File: src/hdl/vct_pkg.sv
// Shared types and constants of the vector clock table.
package vct_pkg;

    localparam int ID_W     = 64;
    localparam int CLOCK_W  = 64;
    localparam int STATUS_W = 2;

    localparam logic [STATUS_W-1:0] ST_OK         = 2'd0;
    localparam logic [STATUS_W-1:0] ST_NOT_FOUND  = 2'd1;
    localparam logic [STATUS_W-1:0] ST_TABLE_FULL = 2'd2;

    localparam logic MODE_TICK  = 1'b0;
    localparam logic MODE_MERGE = 1'b1;

    // Commands from the controller to the datapath.
    typedef struct packed {
        logic capture;
        logic search;
        logic update;
    } vct_cmd_t;

    // Status from the datapath to the controller.
    typedef struct packed {
        logic out_free;
    } vct_stat_t;

endpackage

File: src/hdl/vct_item_if.sv
// Input channel carrying one tick or merge word.
interface vct_item_if import vct_pkg::*; ();
    logic               valid;
    logic               ready;
    logic               mode;
    logic [ID_W-1:0]    actor_key;
    logic [CLOCK_W-1:0] peer_clock;

    modport source (output valid, mode, actor_key, peer_clock, input ready);
    modport sink (input valid, mode, actor_key, peer_clock, output ready);
endinterface

File: src/hdl/vct_result_if.sv
// Output channel carrying one result word.
interface vct_result_if import vct_pkg::*; ();
    logic                valid;
    logic                ready;
    logic [STATUS_W-1:0] status;
    logic [CLOCK_W-1:0]  clock_value;

    modport source (output valid, status, clock_value, input ready);
    modport sink (input valid, status, clock_value, output ready);
endinterface

File: src/hdl/vector_clock_table_unit.sv
// Top level of the vector clock table: controller, datapath and assertions.
//
// This block keeps a vector clock as a table of CAPACITY (actor id, clock) pairs.
// A tick word (mode 0) adds one to the named actor's clock, wrapping at 2^64, and
// returns the new value; an unknown actor returns status not-found and clock zero.
// A merge word (mode 1) inserts a missing actor in the lowest free slot and then
// keeps the larger of the stored and incoming clocks; if the actor is missing and
// the table is full it returns status table-full and clock zero and changes
// nothing. Every accepted word gives exactly one result word. Slot zero always
// holds the own actor id; writing that register re-initializes the table to just
// that actor with clock zero, as reset does, and must only be done while the
// block is idle. Each word passes through a capture step, a search step for the
// parallel compare of the actor id against every slot together with the clock
// memory read, and an update step for the read-modify-write of the clock that
// also loads the result register. The input is taken only in the capture state,
// so a new word is not taken before the last one has left the update step,
// which waits while an earlier result still sits unread in the output register.
module vector_clock_table_unit import vct_pkg::*;
#(
    parameter int CAPACITY = 16
)
(
    input  logic              clk,
    input  logic              rst_n,
    vct_item_if.sink          item,
    vct_result_if.source      result,
    input  logic              cfg_wr_en,
    input  logic [ID_W-1:0]   cfg_wr_data
);

    vct_cmd_t  cmd;
    vct_stat_t stat;

    // The controller only sequences; all table state lives in the datapath.
    vct_ctrl u_ctrl
    (
        .clk      (clk),
        .rst_n    (rst_n),
        .in_valid (item.valid),
        .in_ready (item.ready),
        .stat     (stat),
        .cmd      (cmd)
    );

    vct_datapath #(
        .CAPACITY (CAPACITY)
    ) u_datapath
    (
        .clk             (clk),
        .rst_n           (rst_n),
        .cmd             (cmd),
        .stat            (stat),
        .cfg_wr_en       (cfg_wr_en),
        .cfg_wr_data     (cfg_wr_data),
        .in_mode         (item.mode),
        .in_actor_key    (item.actor_key),
        .in_peer_clock   (item.peer_clock),
        .out_valid       (result.valid),
        .out_ready       (result.ready),
        .out_status      (result.status),
        .out_clock_value (result.clock_value)
    );

    // Once a word is taken, the block works on it alone until its result is made.
    assert property (@(posedge clk) disable iff (!rst_n)
        (item.valid && item.ready) |=> !item.ready)
        else $error("input taken while a word is still in work");

    // A word is accepted, searched, then updated: the input is still closed in the update state.
    assert property (@(posedge clk) disable iff (!rst_n)
        (item.valid && item.ready) |=> ##1 !item.ready)
        else $error("input reopened before the update cycle");

    // An error result always carries a zero clock.
    assert property (@(posedge clk) disable iff (!rst_n)
        (result.valid && (result.status != ST_OK)) |-> (result.clock_value == '0))
        else $error("error result with nonzero clock");

    // Only defined status codes leave the block.
    assert property (@(posedge clk) disable iff (!rst_n)
        result.valid |-> (result.status == ST_OK || result.status == ST_NOT_FOUND
                          || result.status == ST_TABLE_FULL))
        else $error("undefined status code");

endmodule

File: src/hdl/vct_ctrl.sv
// Controller state machine sequencing capture, search and update.
module vct_ctrl import vct_pkg::*;
(
    input  logic      clk,
    input  logic      rst_n,
    input  logic      in_valid,
    output logic      in_ready,
    input  vct_stat_t stat,
    output vct_cmd_t  cmd
);

    localparam logic [1:0] S_IDLE   = 2'd0;
    localparam logic [1:0] S_SEARCH = 2'd1;
    localparam logic [1:0] S_UPDATE = 2'd2;

    logic [1:0] state_reg;
    logic [1:0] state_next;

    assign in_ready    = (state_reg == S_IDLE);
    assign cmd.capture = in_valid && in_ready;
    assign cmd.search  = (state_reg == S_SEARCH);
    assign cmd.update  = (state_reg == S_UPDATE) && stat.out_free;

    always_comb
    begin
        state_next = state_reg;
        case (state_reg)
            S_IDLE:
            begin
                if (cmd.capture)
                begin
                    state_next = S_SEARCH;
                end
            end
            S_SEARCH:
            begin
                state_next = S_UPDATE;
            end
            S_UPDATE:
            begin
                if (stat.out_free)
                begin
                    state_next = S_IDLE;
                end
            end
            default:
            begin
                state_next = S_IDLE;
            end
        endcase
    end

    always_ff @(posedge clk or negedge rst_n)
    begin
        if (!rst_n)
        begin
            state_reg <= S_IDLE;
        end
        else
        begin
            state_reg <= state_next;
        end
    end

endmodule

File: src/hdl/vct_datapath.sv
// Table storage, actor search, clock update and result register.
module vct_datapath import vct_pkg::*;
#(
    parameter int CAPACITY = 16
)
(
    input  logic                clk,
    input  logic                rst_n,
    input  vct_cmd_t            cmd,
    output vct_stat_t           stat,
    input  logic                cfg_wr_en,
    input  logic [ID_W-1:0]     cfg_wr_data,
    input  logic                in_mode,
    input  logic [ID_W-1:0]     in_actor_key,
    input  logic [CLOCK_W-1:0]  in_peer_clock,
    output logic                out_valid,
    input  logic                out_ready,
    output logic [STATUS_W-1:0] out_status,
    output logic [CLOCK_W-1:0]  out_clock_value
);

    localparam int IDX_W = (CAPACITY > 1) ? $clog2(CAPACITY) : 1;

    // Captured input word.
    logic               mode_reg;
    logic [ID_W-1:0]    actor_reg;
    logic [CLOCK_W-1:0] theirs_reg;

    // Table. Slot zero always holds the own actor, whose id lives in own_id_reg.
    logic [ID_W-1:0]    own_id_reg;
    logic [CAPACITY-1:0] valid_reg;
    logic [ID_W-1:0]    actor_tab [CAPACITY];
    logic [CLOCK_W-1:0] clock_mem [CAPACITY];
    // Slot zero's clock reads as zero until it is first written after init.
    logic               zero0_reg;

    // Search results.
    logic [IDX_W-1:0]   slot_reg;
    logic               hit_reg;
    logic               free_reg;
    logic [CLOCK_W-1:0] rd_clock_reg;

    // Result register.
    logic                out_valid_reg;
    logic [STATUS_W-1:0] out_status_reg;
    logic [CLOCK_W-1:0]  out_clock_reg;

    logic [CAPACITY-1:0] match;
    logic [IDX_W-1:0]    hit_idx;
    logic [IDX_W-1:0]    free_idx;
    logic                any_hit;
    logic                any_free;
    logic [IDX_W-1:0]    slot_sel;

    logic [CLOCK_W-1:0]  cur_clock;
    logic [CLOCK_W-1:0]  new_clock;
    logic [STATUS_W-1:0] res_status;
    logic                wr_clock;
    logic                ins_entry;

    always_comb
    begin
        for (int i = 0; i < CAPACITY; i++)
        begin
            if (i == 0)
            begin
                match[i] = valid_reg[i] && (own_id_reg == actor_reg);
            end
            else
            begin
                match[i] = valid_reg[i] && (actor_tab[i] == actor_reg);
            end
        end
    end

    // Lowest matching slot and lowest free slot.
    always_comb
    begin
        hit_idx  = '0;
        free_idx = '0;
        for (int i = CAPACITY - 1; i >= 0; i--)
        begin
            if (match[i])
            begin
                hit_idx = IDX_W'(i);
            end
            if (!valid_reg[i])
            begin
                free_idx = IDX_W'(i);
            end
        end
    end

    assign any_hit  = |match;
    assign any_free = ~&valid_reg;
    assign slot_sel = any_hit ? hit_idx : free_idx;

    always_ff @(posedge clk)
    begin
        if (cmd.capture)
        begin
            mode_reg   <= in_mode;
            actor_reg  <= in_actor_key;
            theirs_reg <= in_peer_clock;
        end
        if (cmd.search)
        begin
            slot_reg     <= slot_sel;
            hit_reg      <= any_hit;
            free_reg     <= any_free;
            rd_clock_reg <= clock_mem[slot_sel];
        end
    end

    assign cur_clock = (zero0_reg && (slot_reg == '0)) ? '0 : rd_clock_reg;

    always_comb
    begin
        new_clock  = '0;
        res_status = ST_OK;
        wr_clock   = 1'b0;
        ins_entry  = 1'b0;
        if (mode_reg == MODE_TICK)
        begin
            if (hit_reg)
            begin
                new_clock = cur_clock + CLOCK_W'(1);
                wr_clock  = 1'b1;
            end
            else
            begin
                res_status = ST_NOT_FOUND;
            end
        end
        else
        begin
            if (hit_reg)
            begin
                new_clock = (theirs_reg > cur_clock) ? theirs_reg : cur_clock;
                wr_clock  = 1'b1;
            end
            else if (free_reg)
            begin
                new_clock = theirs_reg;
                wr_clock  = 1'b1;
                ins_entry = 1'b1;
            end
            else
            begin
                res_status = ST_TABLE_FULL;
            end
        end
    end

    always_ff @(posedge clk)
    begin
        if (cmd.update && wr_clock)
        begin
            clock_mem[slot_reg] <= new_clock;
        end
        if (cmd.update && ins_entry)
        begin
            actor_tab[slot_reg] <= actor_reg;
        end
    end

    always_ff @(posedge clk or negedge rst_n)
    begin
        if (!rst_n)
        begin
            own_id_reg <= '0;
            valid_reg  <= CAPACITY'(1);
            zero0_reg  <= 1'b1;
        end
        else if (cfg_wr_en)
        begin
            own_id_reg <= cfg_wr_data;
            valid_reg  <= CAPACITY'(1);
            zero0_reg  <= 1'b1;
        end
        else if (cmd.update)
        begin
            if (ins_entry)
            begin
                valid_reg[slot_reg] <= 1'b1;
            end
            if (wr_clock && (slot_reg == '0))
            begin
                zero0_reg <= 1'b0;
            end
        end
    end

    always_ff @(posedge clk or negedge rst_n)
    begin
        if (!rst_n)
        begin
            out_valid_reg <= 1'b0;
        end
        else if (cmd.update)
        begin
            out_valid_reg <= 1'b1;
        end
        else if (out_ready)
        begin
            out_valid_reg <= 1'b0;
        end
    end

    always_ff @(posedge clk)
    begin
        if (cmd.update)
        begin
            out_status_reg <= res_status;
            out_clock_reg  <= new_clock;
        end
    end

    assign stat.out_free   = !out_valid_reg || out_ready;
    assign out_valid       = out_valid_reg;
    assign out_status      = out_status_reg;
    assign out_clock_value = out_clock_reg;

endmodule

File: src/flat_wrapper.sv
// flat-port wrapper written by rule: the top's interface ports become plain ports
module vector_clock_table_unit_flat import vct_pkg::*;
#(
    parameter int CAPACITY = 16
)
  (clk, rst_n, cfg_wr_en, cfg_wr_data, item_valid, item_mode, item_actor_key, item_peer_clock, item_ready, result_valid, result_status, result_clock_value, result_ready);
  vct_item_if item_i ();
  vct_result_if result_i ();
  input  logic clk;
  input  logic rst_n;
  input  logic cfg_wr_en;
  input  logic [ID_W-1:0] cfg_wr_data;
  input wire logic [$bits(item_i.valid)-1:0] item_valid;
  input wire logic [$bits(item_i.mode)-1:0] item_mode;
  input wire logic [$bits(item_i.actor_key)-1:0] item_actor_key;
  input wire logic [$bits(item_i.peer_clock)-1:0] item_peer_clock;
  output wire logic [$bits(item_i.ready)-1:0] item_ready;
  output wire logic [$bits(result_i.valid)-1:0] result_valid;
  output wire logic [$bits(result_i.status)-1:0] result_status;
  output wire logic [$bits(result_i.clock_value)-1:0] result_clock_value;
  input wire logic [$bits(result_i.ready)-1:0] result_ready;
  assign item_i.valid = item_valid;
  assign item_i.mode = item_mode;
  assign item_i.actor_key = item_actor_key;
  assign item_i.peer_clock = item_peer_clock;
  assign item_ready = item_i.ready;
  assign result_valid = result_i.valid;
  assign result_status = result_i.status;
  assign result_clock_value = result_i.clock_value;
  assign result_i.ready = result_ready;
  vector_clock_table_unit #(.CAPACITY(CAPACITY)) u_core (.clk(clk), .rst_n(rst_n), .item(item_i), .result(result_i), .cfg_wr_en(cfg_wr_en), .cfg_wr_data(cfg_wr_data));
endmodule
File: config.mk
export PLATFORM = sky130hd
export DESIGN_NAME = vector_clock_table_unit_flat
export DESIGN_NICKNAME = d
export VERILOG_FILES = /design/src/hdl/vct_pkg.sv /design/src/hdl/vct_item_if.sv /design/src/hdl/vct_result_if.sv /design/src/hdl/vector_clock_table_unit.sv /design/src/hdl/vct_ctrl.sv /design/src/hdl/vct_datapath.sv /design/src/flat_wrapper.sv
export SDC_FILE = /design/constraint.sdc
export NUM_CORES = 2
export LEC_CHECK = 0
export BUFFER_PORTS_ARGS = -buffer_cell sky130_fd_sc_hd__buf_2
export CAP_MARGIN = 20
export CELL_PAD_IN_SITES_DETAIL_PLACEMENT = 1
export CELL_PAD_IN_SITES_GLOBAL_PLACEMENT = 2
export CORE_ASPECT_RATIO = 1.5
export CORE_MARGIN = 4
export CORE_UTILIZATION = 46
export DETAILED_ROUTE_END_ITERATION = 12
export PLACE_DENSITY = 0.9
export SKIP_LAST_GASP = 1
export SYNTH_ARGS = -nofsm -noshare
export SYNTH_HDL_FRONTEND = slang
export SYNTH_SLANG_ARGS = --single-unit
File: constraint.sdc
create_clock -name clk -period 13.5 [get_ports clk]
set_clock_uncertainty 0.2 [all_clocks]
set_input_delay 3.375 -clock clk [delete_from_list [all_inputs] [get_ports clk]]
set_output_delay 3.375 -clock clk [all_outputs]
set_load 0.02 [all_outputs]
==> flow_summary.ini <==
[floorplan]
fp.dieW_um = 390
rows = 210
boundaryPins = 266
core_um2 = 218000
die_h_um = 582
start_util_pct = 46.2
die_area_um2 = 227000

[min_path]
hold_path.class = reg2reg
hold_depth = 0
min_from = u_core.u_datapath.actor_reg[8]
min_to = u_core.u_datapath.actor_tab[14][8]

[detailed_routing]
post_drt_wl_per_cell_um = 36.6
drt-total-wl_mm = 379
vias_per_cell = 6.64
drc = 0
drtAntennaViolNets = 0
num_vias = 68883
drt-initial-drc-count = 8716
firstDrtPassIters = 6

[sta]
slew_headroom_pct = 10.6
final.min_clock_period_ns = 8.10
period_share_pct = 60.0
worstMarginPinSlew_ns = 1.33
hold_viol_final = 0
report.final.slew_viol_count = 0
final.setup.worst_slack_ns = 5.40
setup_tns_ns = 0
hold_slack_ns = 0.303
rsz0062_at_grt = false
fmax_ghz = 0.124
setup_viol = 0

[synthesis]
synth_area_um2 = 101000
synthFlopType = edfxtp_1
ys_seq_elements = 2333
seq_area_frac_synth_pct = 69.0
avgSynthCellArea_um2 = 14.5
synth_warnings = 0
async_flop_share_pct = 3.60
syn_inst = 6942
synth_nets = 7205
ys_types = 95
synth_edf_count = 2249

[power]
peakVddDrop_mv = 0.135
power_mw = 17.5
p_per_area_nw_per_um2 = 154
p_leak_nw = 37.2

[global_route]
grt_max_degree = 126
grt_overflow_total = 0
track_usage_pct = 32.6
grt_pass1_vias = 72511
antenna_found_initial = 24
grt_pass1_wl_mm = 529

[final_layout]
final_core_util_pct = 52.0
n_fill_cell = 20900
largest_reg_flops = 1024
seq_area_um2 = 69600
drive_gt1_share_pct = 13.4
syn2layout_area_growth_pct = 12.5
multiInputGateArea_um2 = 29500
reg_top3 = u_core.u_datapath.clock_mem x1024, u_core.u_datapath.actor_tab x960
layout.nets = 7584
largest-register = u_core.u_datapath.clock_mem

[clocking]
root_buffer = clkbuf_16
cts_hold_buf = 0
htreeDepth = 4
ctsResizeCount = 0
cts_sinks = 2333
cts_setup_buffers = 0
cts_tree = done
clk_pin_slew_worst_paths_ns = 0.07
clockBufferDepth = 4
clock_latency_ns = 0.91
numCtsBuffers = 225

[place]
gp_congestion = 0.995
io_buffers = 265
dp_hpwl_mm = 235
dp_slack_ns = 5.60

[worst_setup_path]
cp-end-kind = flop
rr_startpoint = u_core.u_datapath.actor_reg[39]
critPathLaunch = u_core.u_datapath.actor_reg[39]
reg2reg_slack_ns = 5.40
r2r_cells = 14
r2r_end = u_core.u_datapath.rd_clock_reg[59]
cp.required_ns = 13.92
crit_arrival_ns = 8.52
startpoint_type = flop
crit_fanout = 88
critPathKind = reg2reg

[flow_run]
drv_cap = 0

[outcome]
status = finished, final reports clean
## cells in the final DEF, fill, tap and decap left out, drive strengths merged, types with 173 or more instances in the layout
cell    count
and2      206
buf       486
clkbuf    286
edfxtp   2249
mux2      186
nand2     213
nand2b    326
nand3     243
nand4     435
nor4      177
o21ai     188
xnor2     656
xor2      173
## metal layers
metal | track usage, % | vias to the layer above | share of wire (%) | wire (um)
met5 | 0 | - | 0.029 | 110
met4 | 25.1 | 16 | 9.6 | 36200
met3 | 6.16 | 1474 | 9.0 | 34100
met2 | 54.6 | 4545 | 48 | 183000
met1 | 36.8 | 35269 | 33 | 126000
li1 | - | 27579 | - | -
## where the power goes
part	switching, mW	total (mW)	internal (mW)	leakage (nW)
Combinational	1.81	2.41	0.600	12.3
Clock	2.82	6.36	3.53	3.48
Sequential	0.184	8.69	8.50	21.4
## worst max-delay path, cell delays in order (launching register included)
cell,delay [ns]
edfxtp_1,0.85
buf_4,0.72
xnor2_1,0.23
nand4_1,0.14
nor4_1,0.45
nand4_1,0.20
nor4b_2,1.08
nor3_1,0.21
a2111oi_4,0.56
o21ai_4,0.17
nand2_8,0.74
buf_4,0.78
mux2_1,0.38
a2111oi_0,0.81
nand4_1,0.21
## layout make-up
cell class,count,share of cell area [%]
clock inverter,122,1.07
multi-input combinational,4143,26.0
tap,2862,3.15
inverter,130,0.430
antenna,5,0.0110
sequential,2333,61.3
timing repair buffer,488,2.75
clock buffer,284,5.24
## worst max path at each step
stage                                    endpoint  slack [ns]  depth (start not counted)
2_1_floorplan   u_core.u_datapath.actor_tab[2][0]        1.00                          5
3_3_place_gp    u_core.u_datapath.rd_clock_reg[1]        5.65                         14
3_5_place_dp    u_core.u_datapath.rd_clock_reg[3]        5.60                         14
4_1_cts        u_core.u_datapath.rd_clock_reg[59]        5.50                         14
5_1_grt        u_core.u_datapath.rd_clock_reg[59]        5.27                         14
6_report       u_core.u_datapath.rd_clock_reg[59]        5.40                         14
## synthesized netlist by cell type, drive strengths merged (7+ instances only)
cell	n	area, um2
a22oi	118	886
a21oi	167	847
ha	65	813
a22o	21	184
a21o	58	435
a221o	29	290
nand2b	326	2040
and4	18	158
nor2b	55	344
nand4b	14	123
or4b	10	100
xor2	173	1520
and2	206	1290
or4	31	236
inv	130	488
o22ai	26	163
or2	12	75.1
o2111ai	56	497
or3	10	62.6
a21boi	9	71.3
o21ai	188	952
nand3b	7	52.6
nor2	167	629
buf	165	1020
nand3	243	1220
nor3	82	415
a221oi	9	78.8
nand4	435	2730
nor4	177	1150
dfrtp	82	2050
nor4b	22	205
a32oi	16	140
nand2	213	802
and3	88	551
a211o	14	123
o2bb2ai	16	140
edfxtp	2249	67500
a2111oi	139	1240
clkbuf	171	642
xnor2	656	5750
mux2	186	2090
## through the flow
step | instance area [um2] | std cells
4_1_cts | 113000 | 10356
3_3_place_gp | 106000 | 9943
6_report | 114000 | 10367
5_1_grt | 114000 | 10363
2_1_floorplan | 101000 | 6942
3_5_place_dp | 106000 | 9950
## cells by family (layout without fill, tap and decap cells)
| group | after synthesis | after routing | synth area share [%] |
|---|---|---|---|
| muxes | 191 | 191 | 2.12 |
| buffers and inverters | 466 | 1024 | 2.13 |
| AOI/OAI and AO/OA | 918 | 918 | 6.45 |
| xor gates and xnor gates | 829 | 829 | 7.20 |
| DFF | 2333 | 2333 | 69.0 |
| and+or+nand+nor | 2140 | 2140 | 12.3 |
| other | 0 | 5 | 0 |
| adders and majority gates | 65 | 65 | 0.806 |
Power figures use the tool's default switching activity.
